`config.mk`:
```
export PLATFORM = sky130hd
export DESIGN_NAME = fpa_front
export DESIGN_NICKNAME = d
export VERILOG_FILES = /design/src/rtl/core/fpa_pkg.sv /design/src/rtl/core/fpa_front.sv
export SDC_FILE = /design/constraint.sdc
export NUM_CORES = 2
export LEC_CHECK = 0
export ABC_AREA = 0
export BUFFER_PORTS_ARGS = -buffer_cell sky130_fd_sc_hd__buf_2
export CORE_MARGIN = 5
export CORE_UTILIZATION = 35
export CTS_CLUSTER_DIAMETER = 50
export DETAILED_ROUTE_END_ITERATION = 8
export GPL_TIMING_DRIVEN = 1
export PLACE_DENSITY_LB_ADDON = 0.12
export SYNTH_ARGS = -nofsm -noshare
export SYNTH_HDL_FRONTEND = slang
export SYNTH_SLANG_ARGS = --single-unit
```
`constraint.sdc`:
```
create_clock -name clk -period 4.3 [get_ports clk]
set_clock_uncertainty 0.05 [all_clocks]
set_input_delay 0.215 -clock clk [delete_from_list [all_inputs] [get_ports clk]]
set_output_delay 0.215 -clock clk [all_outputs]
set_load 0.02 [all_outputs]
```
`src/rtl/core/fpa_pkg.sv`:
```
// Package for the signed fixed-point ALU: operation codes and the pipeline token type.
// It has no dependencies. Every module imports it; the interface file does not.
`default_nettype none
package fpa_pkg;
    localparam int OP_W = 32;
    localparam int FRAC = 8;
    localparam int MAG_W = 32;
    localparam int NUM_W = MAG_W + FRAC + 1;
    localparam int DIV_STEPS = NUM_W;

    typedef enum logic [3:0] {
        OP_ADD  = 4'd0,
        OP_SUB  = 4'd1,
        OP_MUL  = 4'd2,
        OP_DIV  = 4'd3,
        OP_MIN  = 4'd4,
        OP_MAX  = 4'd5,
        OP_INC  = 4'd6,
        OP_DEC  = 4'd7,
        OP_INT  = 4'd8,
        OP_FIX  = 4'd9
    } op_t;

    // State carried down the chain of divider cells.
    typedef struct packed {
        logic              valid;
        logic [3:0]        kind;
        logic [OP_W-1:0]   res;
        logic              sat;
        logic              dz;
        logic              lt;
        logic              eq;
        logic              gt;
        logic              neg;
        logic              is_div;
        logic [NUM_W-1:0]  num;
        logic [MAG_W:0]    rem;
        logic [NUM_W-1:0]  quo;
        logic [MAG_W-1:0]  den;
    } tok_t;
endpackage
`default_nettype wire

```
`src/rtl/core/fpa_front.sv`:
```
// Front stage: decodes the operation, does every operation but the divide, including the
// multiply, and sets up the divider numerator. Depends on fpa_pkg.
`default_nettype none
module fpa_front (
    input  wire logic           clk,
    input  wire logic           rst_n,
    input  wire logic           en,
    input  wire logic           in_valid,
    input  wire logic [3:0]     kind,
    input  wire logic [31:0]    operand_a,
    input  wire logic [31:0]    operand_b,
    output fpa_pkg::tok_t       tok
);
    import fpa_pkg::*;

    logic signed [32:0] a_ext;
    logic signed [32:0] b_ext;
    logic signed [33:0] sum_w;
    logic signed [33:0] dif_w;
    logic signed [33:0] inc_w;
    logic signed [33:0] dec_w;
    logic [31:0] mag_a;
    logic [31:0] mag_b;
    logic [63:0] prod;
    logic [63:0] prod_r;
    logic        neg;
    tok_t        t_next;
    tok_t        tok_reg;
    logic signed [OP_W-1:0] max_v;
    logic signed [OP_W-1:0] min_v;

    // Clamp a wide signed value to the word.
    function automatic logic [32:0] clamp34(input logic signed [33:0] v);
        logic [32:0] r;
        if (v > 34'sh07FFFFFFF)
            r = {1'b1, 32'h7FFFFFFF};
        else if (v < -34'sh080000000)
            r = {1'b1, 32'h80000000};
        else
            r = {1'b0, v[31:0]};
        return r;
    endfunction

    always_comb
    begin
        max_v = 32'sh7FFFFFFF;
        min_v = 32'sh80000000;
        a_ext = {operand_a[31], operand_a};
        b_ext = {operand_b[31], operand_b};
        sum_w = 34'(a_ext) + 34'(b_ext);
        dif_w = 34'(a_ext) - 34'(b_ext);
        inc_w = 34'(a_ext) + 34'sd1;
        dec_w = 34'(a_ext) - 34'sd1;
        mag_a = operand_a[31] ? 32'(-a_ext) : operand_a;
        mag_b = operand_b[31] ? 32'(-b_ext) : operand_b;
        prod  = 64'(mag_a) * 64'(mag_b);
        neg   = operand_a[31] ^ operand_b[31];
    end

    // Decode and the results of the simple operations.
    always_comb
    begin
        logic [32:0] c;
        c = '0;
        t_next = '0;
        t_next.valid = in_valid;
        t_next.kind  = kind;
        t_next.lt    = a_ext < b_ext;
        t_next.eq    = a_ext == b_ext;
        t_next.gt    = a_ext > b_ext;
        t_next.neg   = neg;
        t_next.den   = mag_b;
        t_next.num   = NUM_W'({mag_a, {FRAC{1'b0}}, 1'b0}) + NUM_W'(mag_b);
        case (kind)
            OP_ADD: c = clamp34(sum_w);
            OP_SUB: c = clamp34(dif_w);
            OP_INC: c = clamp34(inc_w);
            OP_DEC: c = clamp34(dec_w);
            OP_MIN: c = {1'b0, (a_ext <= b_ext) ? operand_a : operand_b};
            OP_MAX: c = {1'b0, (a_ext > b_ext) ? operand_a : operand_b};
            OP_INT: c = {1'b0, 32'($signed(operand_a) >>> FRAC)};
            OP_FIX:
            begin
                if (operand_a[31:23] != 9'h000 && operand_a[31:23] != 9'h1FF)
                    c = {1'b1, operand_a[31] ? min_v : max_v};
                else
                    c = {1'b0, operand_a[23:0], 8'h00};
            end
            OP_DIV:
            begin
                if (mag_b == '0)
                begin
                    t_next.dz = 1'b1;
                    if (operand_a[31])
                        c = {1'b1, min_v};
                    else if (operand_a != '0)
                        c = {1'b1, max_v};
                end
                else
                    t_next.is_div = 1'b1;
            end
            default: c = '0;
        endcase
        t_next.res = c[31:0];
        t_next.sat = c[32];
    end

    always_ff @(posedge clk or negedge rst_n)
    begin
        if (!rst_n)
            tok_reg <= '0;
        else if (en)
            tok_reg <= t_next;
    end

    always_ff @(posedge clk)
    begin
        if (en)
            prod_r <= prod;
    end

    // Second half of multiply: round and clamp after the product register.
    always_comb
    begin
        logic [56:0] q;
        q = 57'((prod_r + 64'd128) >> FRAC);
        tok = tok_reg;
        if (tok_reg.kind == OP_MUL)
        begin
            if (!tok_reg.neg && q > 57'h07FFFFFFF)
                {tok.sat, tok.res} = {1'b1, 32'h7FFFFFFF};
            else if (tok_reg.neg && q > 57'h080000000)
                {tok.sat, tok.res} = {1'b1, 32'h80000000};
            else
                {tok.sat, tok.res} = {1'b0, tok_reg.neg ? 32'(-q) : q[31:0]};
        end
    end
endmodule
`default_nettype wire

```
Word-level counts from Yosys, hierarchy flattened
Index checks and enable logic that the tools add are counted.
- register bits after elaboration: 181
- bits of input ports: 72
- logic and storage cells: 82
- muxes and demuxes: 26
- eq/ne operators: 11
- add/sub/neg operators: 9
- magnitude comparators: 13
- reductions and logical operators: 8
- multipliers: 1
- bitwise logic cells: 1
- operators by type and width (kind ; number):
    33-bit 2-to-1 mux ; 15
    33-bit one-hot mux with 9 select lines ; 1
    32-bit 2-to-1 mux ; 6
    33-bit by 32-bit greater-than comparator with 1-bit output, second input constant ; 4
    33-bit by 32-bit < comparator with 1-bit output, second input constant ; 4
    32-bit negator ; 3
    64-bit by 8-bit adder with 64-bit output, second input constant ; 1
    32-bit by 32-bit multiplier with 64-bit output ; 1
    56-bit by 31-bit greater-than comparator with 1-bit output, second input constant ; 1
    56-bit by 32-bit greater-than comparator with 1-bit output, second input constant ; 1
    41-bit by 32-bit adder with 41-bit output ; 1
    32-bit by 2-bit adder with 33-bit output, second input constant ; 1
    32-bit by 32-bit adder with 33-bit output ; 1
    32-bit by 2-bit subtractor with 33-bit output, second input constant ; 1
    32-bit by 32-bit subtractor with 33-bit output ; 1
    32-bit equality test ; 1
    32-bit greater-than comparator ; 1
    32-bit less-or-equal comparator ; 1
    32-bit logical NOT ; 1
    32-bit < comparator ; 1
    32-bit nonzero test ; 1
    4-bit by 3-bit equality test with 1-bit output, second input constant ; 4
    9-bit != test, second input constant ; 1
    9-bit nonzero test ; 1
    8 further kinds ; 15

Depth between registers and ports, before layout
- word-level depth: 6
- gate-level depth with buffers: 39
- gate-level depth less buffers: 36

Worst setup path after synthesis
Ideal clock, no wire load.
- kind: input to register
- start point: input operand_a[0]
- end point: register prod_r[58], data pin
- path buffers: 3
- arrival: 9.976 ns
- setup slack: -5.984 ns
- stages on the path: 38
- setup time: 0.258 ns
- path through: clkbuf_1 > inv_1 > clkbuf_1 > ha_1 > nor2b_1 > nand3_1 > or4_1 > o41ai_1 > xor2_1 > clkbuf_1 > nor2_1 > fa_1 > inv_1 > fa_1 > fa_1 > fa_1 > inv_1 > fa_1 > (+2 left out) > inv_1 > fa_1 > inv_1 > fa_1 > inv_1 > ha_1 > nand2_1 > or3_1 > a2111oi_4 > o31ai_1 > o21ai_2 > o21ai_2 > o31ai_4 > a41oi_2 > o31a_1 > o21ai_2 > a31oi_1 > xnor2_1
- word-level cells in the longest chain between the ends: 3
- ends and longest elaborated chain (item ; line ; source):
    from (decl) ; fpa_front.sv:10 ; input wire logic [31:0] operand_a,
    32-bit negator ; fpa_front.sv:54 ; mag_a = operand_a[31] ? 32'(-a_ext) : operand_a;
    32-bit 2-to-1 mux * ; fpa_front.sv:54 ;
    32-bit by 32-bit multiplier with 64-bit output * ; fpa_front.sv:56 ; prod = 64'(mag_a) * 64'(mag_b);
    named net prod[58] ; fpa_front.sv:24 ; logic [63:0] prod;
    to (signal assigned) ; fpa_front.sv:119 ; prod_r <= prod;
    to (decl) ; fpa_front.sv:25 ; logic [63:0] prod_r;
Mark *: on every way through the listed nets, which the timed path passes. The rest lies on a longest branch.
A chain may end at the register's enable or synchronous reset.

Worst setup path after layout
- start point: input operand_b[8]
- end point: register prod_r[58], data pin
- word-level cells in the longest chain between the ends: 3
- ends and longest elaborated chain (item ; line ; source):
    from (decl) ; fpa_front.sv:11 ; input wire logic [31:0] operand_b,
    32-bit negator ; fpa_front.sv:55 ; mag_b = operand_b[31] ? 32'(-b_ext) : operand_b;
    32-bit 2-to-1 mux * ; fpa_front.sv:55 ;
    32-bit by 32-bit multiplier with 64-bit output * ; fpa_front.sv:56 ;
    named net prod[58] ; fpa_front.sv:24 ;
Marks and branches as above.

==> summary.txt <==
================================================================================
Run status                                                          finished with violations
Failing checks                                                      negative setup slack
Initial Utilization                                                       35.22%
Final critical-path share of the clock period                             213.2%
Seq. cell area                                                        4414 sq um
Largest stage delay, worst path                                          0.61 ns
Setup Crit Path Kind                                                   in -> reg
GRT overflow                                                                   0
Reg2Reg Capture Point                                               tok_reg[153]
Post-synthesis async set-or-reset flop share                              65.45%
Die height                                                          395.5 microns
Via count                                                                  51424
RSZ-0062 raised after global routing                                         yes
Placeable core area                                                 147700 sq um
Number of antenna violations at the first check in global routing             17
Portion of the post-synthesis area used by sequential elements            8.488%
Root Buffer                                                            clkbuf_16
Sort of element at the start of the critical path                     input port
Share of post-route cells with drive strength above 1                     29.49%
Path length in cells of the critical path                                     38
# setup viols final                                                          108
DP Wirelength                                                       220100 microns
Synthesis-to-layout area growth                                           33.68%
Number of cells on the worst hold path                                         3
Worst-margin pin slew                                                   1.182 ns
Top achievable clock speed                                             109.1 MHz
Rows                                                                         141
Hold path endpoint                                                      tok[189]
Global placement routability congestion                                    1.037
Total wire length                                                   259600 microns
Number of flip-flops under the largest register name                         108
Cells after synthesis                                                       6382
Logic depth of the worst register-to-register path                             7
Required time of the critical path                                       4.56 ns
Slack of the worst reg-to-reg path                                       2.35 ns
Critical path buffer and inverter count                                       12
Fill count                                                                 14744
Minimum setup slack after placement                                    -6.138 ns
GRT Total Usage                                                           32.67%
Pin count of the biggest net entering global routing                         110
Syn Std Cell Area                                                    52010 sq um
Most used cells in the layout excluding fill and tap cells          1239 x buf_4, 1029 x inv_1, 874 x fa_1
DRC violations left                                                            0
Dominant delay contributor by cell family on the critical path       adder cells
Most used cell, CP                                                          fa_1
Number of buffers inserted by port buffering                                 188
Final hold vios                                                                0
CTS Buf Count                                                                 17
Post-DRT Antenna Nets                                                          0
Worst Setup End Kind                                                   flip-flop
Worst-path cell with the longest stage delay                               or4_4
Maximum fanout along the worst path                                            5
Data arrival, critical path                                              9.42 ns
Routed wire per std cell                                            27.17 microns
Number of nets at the end of the flow                                       8921
H-Tree Depth                                                                   4
Number of top-level design ports                                             263
Least setup slack across all paths after layout                        -4.868 ns
Violation count after the first detailed-route iteration                    4582
Num Clock Sinks                                                              165
Count of flip-flops with a built-in enable after synthesis                    57
Launch point of the worst hold path                                      kind[3]
Number of storage elements in the synthesis netlist                          165
Clock-pin slew on the worst setup and hold paths                         0.08 ns
Worst skew pair latency                                                  0.54 ns
Longest Clk Path Bufs                                                          2
Warning count from the yosys run                                               0
Per-instance average area after synthesis                            8.149 sq um
CTS tree                                                                    done
Final worst path period need                                            9.168 ns
Most common cell after layout, fill and taps aside                         buf_4
Number of global-route vias before repair                                  52999
Hold crit path type                                                    in -> reg
Library cells used by synthesis                                              109
Horiz. Die Dim                                                      395.5 microns
Avg Vias per Cell                                                          5.383
Detailed-router iteration count before antenna repair                          7
Wire length of the first global-routing pass                        372200 microns
Smallest hold slack                                                   0.08114 ns
Source of the worst register-to-register timing path                tok_reg[153]
Multi-input combinational cell area                                  44420 sq um
Post-synth top flop                                                      dfrtp_1
Slew HR                                                                   20.49%
Number of violations of the max-capacitance limit                              0
Area enclosed by the die boundary                                   156400 sq um
Max-slew violations                                                            0
================================================================================
[stage by stage]
step	cells	util, %	cell area, sq um	setup TNS, ns
after global routing	9542	47.06	69500	-251.23
after CTS	9491	46.23	68270	-233.35
final	9553	47.08	69520	-234.53
after global placement	9362	43.82	64700	-326.17
after floorplan	6455	-	53170	-222.68
after detailed placement	9362	43.82	64700	-327.05
[cell usage after synthesis (all sizes together) (26+ instances only)]
| library cell | instances | area share, % |
|---|---|---|
| o31ai | 30 | 0.51 |
| xnor2 | 207 | 3.5 |
| xor2 | 87 | 1.5 |
| inv | 1094 | 7.9 |
| buf | 217 | 2.8 |
| nor4 | 40 | 0.62 |
| nand2b | 26 | 0.31 |
| nor2 | 784 | 5.7 |
| nor2b | 33 | 0.40 |
| edfxtp | 57 | 3.3 |
| nand3 | 102 | 1.0 |
| mux2 | 35 | 0.76 |
| a211oi | 33 | 0.49 |
| clkbuf | 275 | 2.0 |
| ha | 355 | 8.5 |
| o21a | 26 | 0.38 |
| a31oi | 40 | 0.48 |
| o21ai | 218 | 2.1 |
| nand2 | 740 | 5.3 |
| o21bai | 27 | 0.39 |
| or3 | 29 | 0.35 |
| a21o | 77 | 1.1 |
| a21oi | 304 | 2.9 |
| fa | 898 | 35 |
| nand4 | 57 | 0.70 |
| nor3 | 89 | 0.89 |
| dfrtp | 108 | 5.2 |
| and3 | 38 | 0.46 |
[worst min-delay path: stages]
cell and delay, ns:
buf_2 0.08, buf_4 0.18, mux2_2 0.16
[worst max-delay path by stage]
| stage | startpoint | to | slack, ns |
|---|---|---|---|
| 3_3_place_gp | operand_b[4] | prod_r[63] | -6.16 |
| 6_report | operand_b[8] | prod_r[58] | -4.87 |
| 2_1_floorplan | operand_a[0] | prod_r[58] | -5.00 |
| 3_5_place_dp | operand_b[4] | prod_r[63] | -6.14 |
| 4_1_cts | operand_b[9] | prod_r[58] | -4.84 |
| 5_1_grt | operand_b[8] | prod_r[58] | -5.03 |
[layout make-up]
cell class / instances / share of cell area, %
multi-input combinational: 4690 / 63.89
timing repair buffer: 1613 / 19.31
sequential: 165 / 6.349
inverter: 1109 / 6.083
tap: 1930 / 3.473
clock buffer: 18 / 0.6173
clock inverter: 14 / 0.2322
antenna: 14 / 0.05039
[kinds of logic (layout without fill, tap and decap cells)]
group,Yosys count,in the layout,share of synthesized area [%]
buffers and inverters,1601,2754,12.82
and+or+nand+nor,2047,2048,17.36
other,1,88,0.007210
xor gates and xnor gates,294,294,4.965
muxes,51,51,1.066
DFF,165,165,8.487
adders and majority gates,1253,1253,43.11
AOI/OAI and AO/OA,970,970,12.19
[routing by layer]
| metal | global-route usage [%] | part of all wire (%) | vias up | routed length (microns) |
|---|---|---|---|---|
| met1 | 42.46 | 40 | 26215 | 105100 |
| met3 | 5.698 | 7.4 | 506 | 19160 |
| met4 | 14.73 | 5.6 | 14 | 14590 |
| met2 | 53.35 | 46 | 2209 | 120600 |
| met5 | 0 | 0.049 | - | 126 |
| li1 | - | - | 22480 | - |
[timing repair]
| action | 4_1_cts | 5_1_grt |
|---|---|---|
| hold buffers | 3 | 0 |
| buffers inserted | 97 | 52 |
| resized for setup | 504 | 171 |
| gates cloned | 3 | 1 |
| endpoints found under the setup margin | 137 | 136 |
| pin swaps | 200 | 161 |
| endpoints found under the hold margin | 69 | 0 |
Power is left out: the tool's default activity adds up to more than one toggle a clock period on the data nets, which glitch-free logic cannot reach.
