## src/rtl/core/fpa_pkg.sv

```systemverilog
// Package for the signed fixed-point ALU: operation codes and the pipeline token type.
// It has no dependencies. Every module imports it; the interface file does not.
`default_nettype none
package fpa_pkg;
    localparam int OP_W = 32;
    localparam int FRAC = 8;
    localparam int MAG_W = 32;
    localparam int NUM_W = MAG_W + FRAC + 1;
    localparam int DIV_STEPS = NUM_W;

    typedef enum logic [3:0] {
        OP_ADD  = 4'd0,
        OP_SUB  = 4'd1,
        OP_MUL  = 4'd2,
        OP_DIV  = 4'd3,
        OP_MIN  = 4'd4,
        OP_MAX  = 4'd5,
        OP_INC  = 4'd6,
        OP_DEC  = 4'd7,
        OP_INT  = 4'd8,
        OP_FIX  = 4'd9
    } op_t;

    // State carried down the chain of divider cells.
    typedef struct packed {
        logic              valid;
        logic [3:0]        kind;
        logic [OP_W-1:0]   res;
        logic              sat;
        logic              dz;
        logic              lt;
        logic              eq;
        logic              gt;
        logic              neg;
        logic              is_div;
        logic [NUM_W-1:0]  num;
        logic [MAG_W:0]    rem;
        logic [NUM_W-1:0]  quo;
        logic [MAG_W-1:0]  den;
    } tok_t;
endpackage
`default_nettype wire

```

## src/rtl/core/fpa_cell.sv

```systemverilog
// One cell of the divider chain: a restoring step on the rounded-quotient
// division, one quotient bit per cell. Depends on fpa_pkg.
`default_nettype none
module fpa_cell (
    input  wire logic      clk,
    input  wire logic      rst_n,
    input  wire logic      en,
    input  fpa_pkg::tok_t  tin,
    output fpa_pkg::tok_t  tout
);
    import fpa_pkg::*;

    tok_t           t_next;
    tok_t           t_reg;
    logic [MAG_W+1:0] trial;

    // Shift in the next numerator bit and try to subtract twice the divisor.
    always_comb
    begin
        t_next = tin;
        trial  = {tin.rem, tin.num[NUM_W-1]} - {1'b0, tin.den, 1'b0};
        t_next.num = {tin.num[NUM_W-2:0], 1'b0};
        if (!trial[MAG_W+1])
        begin
            t_next.rem = trial[MAG_W:0];
            t_next.quo = {tin.quo[NUM_W-2:0], 1'b1};
        end
        else
        begin
            t_next.rem = {tin.rem[MAG_W-1:0], tin.num[NUM_W-1]};
            t_next.quo = {tin.quo[NUM_W-2:0], 1'b0};
        end
    end

    always_ff @(posedge clk or negedge rst_n)
    begin
        if (!rst_n)
            t_reg <= '0;
        else if (en)
            t_reg <= t_next;
    end

    assign tout = t_reg;
endmodule
`default_nettype wire

```

## config.mk

```make
export PLATFORM = sky130hd
export DESIGN_NAME = fpa_cell
export DESIGN_NICKNAME = d
export VERILOG_FILES = /design/src/rtl/core/fpa_pkg.sv /design/src/rtl/core/fpa_cell.sv
export SDC_FILE = /design/constraint.sdc
export NUM_CORES = 1
export LEC_CHECK = 0
export ABC_AREA = 1
export BUFFER_PORTS_ARGS = -buffer_cell sky130_fd_sc_hd__buf_2
export CORE_MARGIN = 5
export CORE_UTILIZATION = 40
export CTS_CLUSTER_DIAMETER = 60
export CTS_CLUSTER_SIZE = 12
export DETAILED_ROUTE_END_ITERATION = 7
export PLACE_DENSITY = 0.75
export SLEW_MARGIN = 20
export SYNTH_ARGS = -nofsm -noshare
export SYNTH_HDL_FRONTEND = slang
export SYNTH_SLANG_ARGS = --single-unit
```

## constraint.sdc

```tcl
create_clock -name clk -period 0.8 [get_ports clk]
set_input_delay 0 -clock clk [delete_from_list [all_inputs] [get_ports clk]]
set_output_delay 0 -clock clk [all_outputs]
set_load 0.02 [all_outputs]
```

## Word-level counts from Yosys, hierarchy flattened

Cells that the tools add are included.

| cells by class | value |
|---|---|
| add/subtract/negate cells | 1 |
| multiplexer cells | 1 |

Operators with widths:

| cell | count |
|---|---|
| 74-bit 2-to-1 mux | 1 |
| 34-bit by 33-bit subtractor with 34-bit output | 1 |

| word-level totals | value |
|---|---|
| register bits | 190 |
| input bits | 194 |
| output and inout port bits | 191 |
| logic and storage cells | 16 |

## Depth between registers and ports, before layout

Gate-level depths: netlist of the first run.

| logic depth | value |
|---|---|
| word-level depth | 2 |
| gate-level depth with buffers | 18 |
| mapped depth without buffers | 17 |

## Worst setup path before layout of the first run

OpenSTA, ideal clock, no wires.

| timing path | value |
|---|---|
| path type | input -> register |
| from | input port tin[73] in the netlist's numbering |
| to | register t_reg, in the netlist tout[93] |
| data arrival time | 1.713 ns |
| data required time | 0.683 ns |
| slack | -1.030 ns |
| stages on the path | 17 |
| cell sequence | inv_1 > ha_1 > fa_1 > inv_1 > nand2_1 > nand2_1 > nand3_2 > nand2_2 > nand2_2 > nand2_4 > nand2_4 > nand3_2 > buf_6 > buf_6 > nand3_2 > nand3_1 > nand2_1 |

| on the way | value |
|---|---|
| word-level cells in the longest chain between the ends | 2 |

Ends and longest elaborated chain:

| element | line | source |
|---|---|---|
| start, declared | fpa_cell.sv:8 | `input fpa_pkg::tok_t tin,` |
| 34-bit by 33-bit subtractor with 34-bit output | fpa_cell.sv:21 | `trial = {tin.rem, tin.num[NUM_W-1]} - {1'b0, tin.den, 1'b0};` |
| 74-bit 2-to-1 mux | fpa_cell.sv:23 | `if (!trial[MAG_W+1])` |
| end signal, assigned | fpa_cell.sv:40 | `t_reg <= t_next;` |
| end, declared | fpa_cell.sv:14 | `tok_t t_reg;` |

No other way between the ends.
A chain may end at the register's enable or synchronous reset.

## Worst setup path in the final report of the first run

| timing path | value |
|---|---|
| from | input port tin[10] in the netlist's numbering |
| to | register t_reg, in the netlist tout[93] |

Same word-level chain as after synthesis.

==> impl_metrics.env, run 1 <==
export IMPL_setup_worst_path_start_class="input pin"
export IMPL_end_kind="register"
export IMPL_synth_area_per_cell_um2=7.115
export IMPL_synth_common_cells="nand2_1 (753), dfrtp_1 (190), inv_1 (170)"
export IMPL_synth_seq_cells=190
export IMPL_clkSinkCount=190
export IMPL_synth_top_area_frac=0.4621
export IMPL_fin_skew_ns=0
export IMPL_grt_pass1_wl_um=72980
export IMPL_critPathRequiredTime_ns=1.11
export IMPL_critPathBufInv=4
export IMPL_synth_seq_area_share=0.4621
export IMPL_synth_edff_count=0
export IMPL_use_met1=0.3503
export IMPL_synth_cell_types=31
export IMPL_wire_per_inst_um=21.24
export IMPL_ioPinCount=385
export IMPL_largest_register_ffs=190
export IMPL_synth_xor_area_frac=0.01192
export IMPL_synth_area_um2=10290
export IMPL_synth_top_area_cell="dfrtp_1"
export IMPL_cpMostUsedCell="nand2_1"
export IMPL_antenna_found_initial=9
export IMPL_tritoncts="done"
export IMPL_grt_overflow=0
export IMPL_slowest_stage="a21oi_1"
export IMPL_setup_tns_ns=-61.90
export IMPL_synth_nets=1673
export IMPL_die_w_um=170.4
export IMPL_drive_gt1_frac=0.3929
export IMPL_cts_buffers=17
export IMPL_drv_slew=0
export IMPL_synthSimpleGateAreaFrac=0.3637
export IMPL_grt_util_met3=0.07712
export IMPL_stdcell_count=2601
export IMPL_crit_chain="buf_2, inv_1, ha_4, buf_4, nand2_1, inv_1, a21oi_1, nand3_2, nand2_1, nand3b_1, nand2_1, nand2_4, nand3_2, nand2_2"
export IMPL_synth_top_family_by_area="simple AND/OR/NAND/NOR gates"
export IMPL_drt_wl_total_um=55230
export IMPL_vias_per_cell=5.320
export IMPL_max_cap_viol_count=0
export IMPL_synthTopCellsByArea="dfrtp_1 (46%), nand2_1 (27%), inv_1 (6.2%)"
export IMPL_cellPowerDensity_nw_per_um2=1714
export IMPL_core_area_um2=25250
export IMPL_area_growth_syn_to_layout_pct=88.65
export IMPL_num_fill_cells=1501
export IMPL_leakagePower_uw=0.01069
export IMPL_synthFlopType="dfrtp_1"
export IMPL_fmax_ghz=0.6220
export IMPL_synth_fa_ha_area_frac=0.04086
export IMPL_synth_most_common_cell="nand2_1"
export IMPL_vias=13838
export IMPL_ys_warn_count=0
export IMPL_grt_start_max_net_pins=63
export IMPL_die_area_um2=29030
export IMPL_async_flop_share=1.000
export IMPL_gp_congestion=0.9427
export IMPL_start_util=0.4074
export IMPL_synthMuxAreaShare=0
export IMPL_place_port_buffers=382
export IMPL_status="finished, violations left"
export IMPL_dpl_hpwl_um=28720
export IMPL_clock_latency_ns=0.43
export IMPL_syn_inst=1446
export IMPL_hold_class="in2async"
export IMPL_rsz0062_at_grt="true"
export IMPL_grt_pass1_vias=13630
export IMPL_period_share=2.010
export IMPL_post_route_min_period_ns=1.608
export IMPL_irDropWorstVdd_mv=1.274
export IMPL_htreeDepth=4
export IMPL_root_buffer="clkbuf_16"
export IMPL_path_clk_slew_ns=0.09
export IMPL_placed_cells=2243
export IMPL_cp_max_fo=3
export IMPL_layout_nets=2480
export IMPL_postRouteAntennaNets=0
export IMPL_grt_use_met2=0.5500
export IMPL_max_stage_delay_ns=0.34
export IMPL_path_delay_family="simple AND/OR/NAND/NOR gates"
export IMPL_critPathArrivalTime_ns=1.92
export IMPL_setup_slack_ns=-0.8077
export IMPL_final_hold_viol_count=0
export IMPL_drtIter0Drc=1385
export IMPL_synth_compound_area_frac=0.03283
export IMPL_crit_type="in2reg"
export IMPL_fp_dieH_um=170.4
export IMPL_violations="negative setup slack"
export IMPL_drc=0
export IMPL_gr_max_usage_layer="met2"
export IMPL_clockBufferDepth=2
export IMPL_setup_viol=255
export IMPL_first_pass_iters=6
export IMPL_grt_usage=0.3199
export IMPL_rows=58
==> layout make-up <==
cell class              count  area, um2  area share
repair buffers            840       7452      0.3839
multi-input cells        1027       5498      0.2832
flip-flops and latches    190       4755      0.2450
inverters                 177      684.4     0.03526
clock buffers              17      425.4     0.02192
well taps                 330      412.9     0.02127
clock inverters            14      167.7    0.008638
diodes                      6      15.01   0.0007735
==> power by group <==
group | total [uW] | internal, uW | switching [uW]
Combinational | 12900 | 6260 | 6650
Sequential | 11500 | 10600 | 925
Clock | 8840 | 4230 | 4600
==> worst paths after layout <==
path                       slack [ns]       from  cells after the start        end
max in group asynchronous        0.22      rst_n                      3  tout[134]
min reg2reg                      0.50   tout[88]                      2   tout[88]
max                             -0.81    tin[10]                     14   tout[93]
min in group clk                 0.02    tin[76]                      6   tout[77]
max reg2reg                     -0.23  tout[165]                      3  tout[165]
min                             0.002      rst_n                      2  tout[127]
==> per-stage QoR <==
step                instance area (um2)  hold WS (ns)  total power, uW    util  worst slack [ns]
finish                            19410      0.001575            33260  0.7686           -0.8077
global route                      19400   -0.00007999            34560  0.7684           -0.8725
global placement                  13680       -0.1378            19270  0.5415            -1.202
detailed placement                13680       -0.1386            19420  0.5415            -1.281
CTS                               18280       -0.2346            31280  0.7238           -0.6836
floorplan                         10390       -0.2956            15650       -           -0.9054
==> worst reg2reg max path, delay by kind of cell (launching register included) <==
kind,cells,cell delay (ns)
DFF,1,0.43
and+or+nand+nor,2,0.31
buffers and inverters,1,0.17
==> routing by layer <==
layer	part of all wire	wire length, um
met1	0.33	18360
met2	0.48	26280
met3	0.099	5488
met4	0.091	5043
met5	0.0011	58
==> timing repair <==
action / 4_1_cts / 5_1_grt
buffers inserted: 57 / 91
endpoints found under the hold margin: 369 / 8
pin swaps: 23 / 53
resized for setup: 469 / 141
endpoints found under the setup margin: 223 / 379
cloned: 4 / 2
hold buffers: 180 / 2
==> placed cells by master (no fill, tap or decap), types with 4 or more instances in the layout <==
cell,instances
nand2_1,677
buf_4,232
buf_6,211
dfrtp_1,190
buf_2,188
dlygate4sd3_1,181
inv_1,159
nand2_2,71
nand3_2,47
nor2_1,39
nand3_1,30
ha_4,22
clkbuf_16,19
buf_12,19
o21ai_0,18
a21oi_1,17
inv_2,15
nand2_4,13
xnor2_1,12
o21ai_1,10
ha_1,10
nand3_4,8
nand3b_1,8
nand4_1,7
diode_2,6
nor2_2,5
nor2_4,4
a21oi_2,4
o21bai_1,4
clkinv_4,4
nor3_1,4
o21ai_2,4
clkinv_8,4
buf_16,4
==> logic make-up after synthesis <==
| group | after synthesis |
|---|---|
| simple gates | 918 |
| flops | 190 |
| buf+inv | 229 |
| other cells | 1 |
| xor+xnor | 14 |
| compound gates | 61 |
| fa+ha+maj | 33 |
(Power assumes the default switching activity.)
==> inputs of run 2 (changes only) <==
Settings changed: CELL_PAD_IN_SITES_DETAIL_PLACEMENT set to 1, CELL_PAD_IN_SITES_GLOBAL_PLACEMENT set to 2, CORE_UTILIZATION 40 to 24, PLACE_DENSITY 0.75 to 0.83.
==> run 2 against run 1 <==
Against the previous run: the flow finishes with violations (negative hold slack, negative setup slack); sequential share of layout area is 0.41 points lower; via count fell by 5.9%; critical path depth is 5 higher; die area up 62%; fmax rose by 6.4%; cell count rose by 9.2%; critical endpoint is now tout[77]; largest cell class unchanged.
==> impl_metrics.env, run 2 (same netlist as run 1, synthesis figures left out) <==
export IMPL_grt_pass1_wl_um=82130
export IMPL_clkSinkCount=190
export IMPL_critPathCapture="tout[77]"
export IMPL_rsz0062_at_grt="true"
export IMPL_post_route_min_period_ns=1.512
export IMPL_grt_usage=0.2250
export IMPL_irDropWorstVdd_mv=1.281
export IMPL_vias_per_cell=4.582
export IMPL_timing_rr_start="tout[147]"
export IMPL_violations="negative hold slack, negative setup slack"
export IMPL_cellPowerDensity_nw_per_um2=1702
export IMPL_setup_viol=258
export IMPL_layout_nets=2510
export IMPL_postRouteAntennaNets=0
export IMPL_root_buffer="clkbuf_16"
export IMPL_critPathRequiredTime_ns=1.17
export IMPL_die_area_um2=47110
export IMPL_vias=13018
export IMPL_min_path_cells=3
export IMPL_layout_commonest_cell="nand2_1"
export IMPL_clock_latency_ns=0.47
export IMPL_antenna_found_initial=12
export IMPL_core_area_um2=42130
export IMPL_status="finished, violations left"
export IMPL_drtIter0Drc=795
export IMPL_grt_util_met3=0.06115
export IMPL_fmax_ghz=0.6616
export IMPL_largest_register_ffs=190
export IMPL_grt_pass1_vias=13971
export IMPL_grt_start_max_net_pins=56
export IMPL_leakagePower_uw=0.01077
export IMPL_grt_overflow=0
export IMPL_hold_start="tin[0]"
export IMPL_first_pass_iters=5
export IMPL_critPathArrivalTime_ns=1.88
export IMPL_hold_class="in2reg"
export IMPL_die_w_um=217.1
export IMPL_placed_cells=2473
export IMPL_htreeDepth=4
export IMPL_cp_max_fo=14
export IMPL_place_port_buffers=382
export IMPL_area_growth_syn_to_layout_pct=91.94
export IMPL_dpl_hpwl_um=36160
export IMPL_use_met1=0.2442
export IMPL_fp_dieH_um=217.1
export IMPL_period_share=1.889
export IMPL_num_fill_cells=5055
export IMPL_max_cap_viol_count=0
export IMPL_hold_ws_ns=-0.2567
export IMPL_gp_congestion=0.8657
export IMPL_power_uw=33610
export IMPL_final_cell_mix="nand2_1 (676), buf_4 (256), buf_6 (214)"
export IMPL_grt_use_met2=0.4095
export IMPL_r2r_end="tout[147]"
export IMPL_clockBufferDepth=2
export IMPL_tritoncts="done"
export IMPL_ioPinCount=385
export IMPL_max_stage_delay_ns=0.35
export IMPL_critical_path_cell_count=19
export IMPL_drt_wl_total_um=58900
export IMPL_wire_per_inst_um=20.73
export IMPL_rows=75
export IMPL_cts_buffers=17
export IMPL_ff2ff_setup_slack_ns=-0.21
export IMPL_cpMostUsedCell="nand2_4"
export IMPL_ff2ff_path_depth=5
export IMPL_setup_slack_ns=-0.7115
export IMPL_path_clk_slew_ns=0.08
export IMPL_stdcell_count=2841
export IMPL_slowest_stage="fa_2"
export IMPL_setup_worst_path_start_class="input pin"
export IMPL_end_kind="register"
export IMPL_gr_max_usage_layer="met2"
export IMPL_final_hold_viol_count=2
export IMPL_crit_chain="buf_12, inv_12, ha_4, fa_2, inv_2, nand2_4, nand2_4, nand3_2, nand2_2, nand2_2, nand2_4, nand2_4, nand2_4, nand2_4, nand2_8, buf_12, nand2_1, nand3_1, nand2_1"
export IMPL_drv_slew=0
export IMPL_crit_type="in2reg"
export IMPL_drc=0
export IMPL_start_util=0.2442
export IMPL_setup_tns_ns=-66.93
export IMPL_path_delay_family="simple AND/OR/NAND/NOR gates"
export IMPL_critPathBufInv=4
export IMPL_fin_skew_ns=0
export IMPL_drive_gt1_frac=0.3911
export IMPL_critPathLaunch="tin[73]"
-- run 2: changes by cell type in the layout (fill, tap and decap cells not counted), moves of 3 or more --
cell and delta:
o21ai_0 +3, buf_6 +3, nand3_2 -27, nand3_4 -5, nand3_1 +32, clkinv_8 -4
dlygate4sd3_1 +7, inv_1 -11, buf_4 +24, nand2_4 +7, nand2_2 -5, o21ai_1 -3
inv_2 +9
-- run 2: worst register-to-register path, delay by kind of cell, from the launching register on --
family                 cells  cell delay, ns
buffers and inverters      3            0.39
and+or+nand+nor            2            0.10
DFF                        1            0.41
-- run 2: how the worst min path moves through the flow --
stage                            to  slack [ns]
after floorplan             tout[0]       -0.30
final                       tout[0]       -0.26
after global routing        tout[0]       -0.27
after CTS                   tout[0]       -0.32
after global placement    tout[159]       -0.07
after detailed placement  tout[159]       -0.07
-- run 2: final cells by class --
cell class                 count  area (um2)  share of cell area
inverter                     177       689.4             0.03491
clock buffer                  20       456.7             0.02313
timing repair buffer         870        7654              0.3876
antenna                        6       15.01           0.0007603
tap                          539       674.4             0.03415
sequential                   190        4756              0.2408
multi-input combinational   1027        5353              0.2711
clock inverter                12       150.1            0.007603
-- run 2: metal layers --
layer	vias up	part of all wire
met1	6340	0.37
met4	18	0.049
li1	6034	-
met2	470	0.51
met5	-	0.0019
met3	156	0.065
-- run 2: report_power, final --
group | total [uW] | internal [uW] | switching, uW
Clock | 9340 | 4880 | 4460
Sequential | 11500 | 10600 | 891
Combinational | 12800 | 6270 | 6520
Total | 33600 | 21700 | 11900
-- run 2: what timing repair did --
item / 4_1_cts / 5_1_grt
pin swaps: 19 / 31
buffers inserted: 69 / 79
hold buffers: 187 / 1
gates resized for setup: 452 / 135
setup endpoints to repair: 223 / 249
endpoints found under the hold margin: 379 / 4
cloned: 2 / 2
-- run 2: stage by stage --
step	cell area [um2]	hold slack, ns	setup slack, ns	utilization
CTS	18690	-0.3205	-0.6275	0.4437
global route	19740	-0.2670	-0.7566	0.4684
detailed placement	14110	-0.07128	-1.310	0.3348
floorplan	10390	-0.2956	-0.9054	-
finish	19750	-0.2567	-0.7115	0.4687
global placement	14110	-0.07172	-1.250	0.3348
==> inputs of run 3 (changes only) <==
Settings changed: CORE_UTILIZATION 24 to 26, PLACE_DENSITY 0.83 to unset, PLACE_DENSITY_LB_ADDON set to 0.2.
Clock period 0.8 ns to 1.7 ns, I/O delays scaled along.
==> run 3 against run 2 <==
Against the previous run: the flow now finishes without violations; flip-flop and latch count unchanged; design area down 17%; register-to-register slack better by 1.2 ns; non-clock buffer count down 160; critical path depth unchanged; via count down 12%; wire length down 22%; first-iteration DRC count down 17%; global-route usage down 1.8 points; hold slack better by 0.28 ns; total power down 60%; core utilization down 4.9 points; critical endpoint is now tout[94].
==> impl_metrics.env, run 3 (same netlist as run 1, synthesis figures left out) <==
export IMPL_status="finished, final reports clean"
export IMPL_use_met1=0.2658
export IMPL_drtIter0Drc=657
export IMPL_grt_pass1_wl_um=71530
export IMPL_setup_viol=0
export IMPL_critPathLaunch="tin[73]"
export IMPL_antenna_found_initial=0
export IMPL_tritoncts="done"
export IMPL_cpMostUsedCell="nand2_4"
export IMPL_start_util=0.2644
export IMPL_area_growth_syn_to_layout_pct=58.86
export IMPL_diodes=0
export IMPL_grt_pass1_vias=12258
export IMPL_ff2ff_path_depth=2
export IMPL_layout_commonest_cell="nand2_1"
export IMPL_stdcell_count=2653
export IMPL_cp_max_fo=10
export IMPL_die_area_um2=43650
export IMPL_grt_usage=0.2074
export IMPL_drive_gt1_frac=0.2810
export IMPL_setup_slack_ns=0.1119
export IMPL_pwr_share_clk=0.289
export IMPL_end_kind="register"
export IMPL_timing_rr_start="tout[12]"
export IMPL_rows=72
export IMPL_ioPinCount=385
export IMPL_clkSinkCount=190
export IMPL_postRouteAntennaNets=0
export IMPL_placed_cells=2437
export IMPL_rsz0062_at_grt="false"
export IMPL_layout_nets=2350
export IMPL_post_route_util=0.4200
export IMPL_critPathCapture="tout[94]"
export IMPL_fmax_ghz=0.6297
export IMPL_final_cell_mix="nand2_1 (750), buf_2 (379), dfrtp_1 (190)"
export IMPL_critPathBufInv=4
export IMPL_htreeDepth=4
export IMPL_setup_worst_path_start_class="input pin"
export IMPL_period_share=0.9342
export IMPL_ff2ff_setup_slack_ns=1.00
export IMPL_largest_register_ffs=190
export IMPL_irDropWorstVdd_mv=0.7290
export IMPL_critPathArrivalTime_ns=1.94
export IMPL_grt_util_met3=0.03284
export IMPL_clockBufferDepth=2
export IMPL_fin_skew_ns=0
export IMPL_crit_type="in2reg"
export IMPL_cts_buffers=17
export IMPL_vias=11441
export IMPL_place_ws_ns=-0.4284
export IMPL_drt_wl_total_um=46050
export IMPL_place_port_buffers=382
export IMPL_final_hold_viol_count=0
export IMPL_p_comb_frac=0.322
export IMPL_wire_per_inst_um=17.36
export IMPL_drc=0
export IMPL_critical_path_cell_count=19
export IMPL_p_seq_frac=0.390
export IMPL_dpl_hpwl_um=35260
export IMPL_hold_class="in2reg"
export IMPL_path_delay_family="simple AND/OR/NAND/NOR gates"
export IMPL_root_buffer="clkbuf_16"
export IMPL_slew_headroom=0.6169
export IMPL_num_fill_cells=4976
export IMPL_swShare=0.3558
export IMPL_critPathRequiredTime_ns=2.05
export IMPL_fp_dieH_um=208.9
export IMPL_core_area_um2=38920
export IMPL_max_cap_viol_count=0
export IMPL_grt_overflow=0
export IMPL_clock_latency_ns=0.44
export IMPL_slowest_stage="fa_2"
export IMPL_gr_max_usage_layer="met2"
export IMPL_tightestPinTransition_ns=0.5747
export IMPL_leakagePower_uw=0.009405
export IMPL_grt_start_max_net_pins=126
export IMPL_path_clk_slew_ns=0.08
export IMPL_vias_per_cell=4.312
export IMPL_die_w_um=208.9
export IMPL_gp_congestion=0.8400
export IMPL_r2r_end="tout[12]"
export IMPL_post_route_min_period_ns=1.588
export IMPL_max_stage_delay_ns=0.40
export IMPL_switchingPower_uw=4777
export IMPL_crit_chain="clkbuf_4, inv_12, ha_4, fa_2, inv_2, nand2_2, nand2_4, nand3_2, nand2_2, nand2_2, nand2_4, nand2_4, nand2_4, nand2_4, nand2_8, buf_6, nand2_1, nand3_1, nand2_1"
export IMPL_first_pass_iters=5
export IMPL_drv_slew=0
export IMPL_cts_setup_buffers=0
export IMPL_internal_power_uw=8650
export IMPL_cellPowerDensity_nw_per_um2=821.5
export IMPL_grt_use_met2=0.3720
## run 3: per-stage QoR
stage,TNS (ns),hold WS (ns),power (uW),instance area [um2]
final,0,0.02222,13430,16340
after floorplan,-0.01973,-0.2956,7347,10330
after detailed placement,-12.60,-0.02479,9283,13890
after CTS,0,0.0002839,13590,16260
after global placement,-11.17,-0.02406,9225,13890
after global routing,0,0.005015,14200,16340
## run 3: power groups by stage
stage	clock (uW)	sequential, uW	combinational, uW
final	3880	5230	4320
after floorplan	0	5890	1450
after CTS	4030	5230	4330
after detailed placement	0	5320	3960
after global routing	4180	5290	4740
after global placement	0	5300	3930
## run 3: what timing repair did
action	in CTS	in global routing
hold endpoints to repair	375	0
gates resized for setup	0	12
hold buffers	184	0
endpoints found under the setup margin	0	32
## run 3: worst min path at each step
stage	from	endpoint	slack, ns	depth (start not counted)
after floorplan	rst_n	tout[0]	-0.30	0
after CTS	tin[99]	tout[100]	0.0003	6
final	tin[99]	tout[100]	0.02	6
after global routing	tin[99]	tout[100]	0.005	6
after detailed placement	rst_n	tout[111]	-0.02	1
after global placement	rst_n	tout[111]	-0.02	1
## run 3: layer usage
metal	up-vias	wire, um
li1	5720	-
met3	28	1944
met1	5447	20390
met4	0	521
met2	246	23200
met5	-	0
## run 3: worst reg2reg max path, stage by stage (launching register included)
cell,delay (ns)
dfrtp_1,0.38
nand2_1,0.08
o21ai_0,0.11
## run 3: final cells by class
| type | instances | area, um2 | share of cell area |
|---|---|---|---|
| clock buffers | 20 | 446.7 | 0.02733 |
| clock inverters | 11 | 86.33 | 0.005282 |
| inverters | 177 | 681.9 | 0.04172 |
| multi-input cells | 1027 | 4692 | 0.2871 |
| flip-flops and latches | 190 | 4755 | 0.2909 |
| well taps | 518 | 648.1 | 0.03965 |
| repair buffers | 710 | 5035 | 0.3080 |
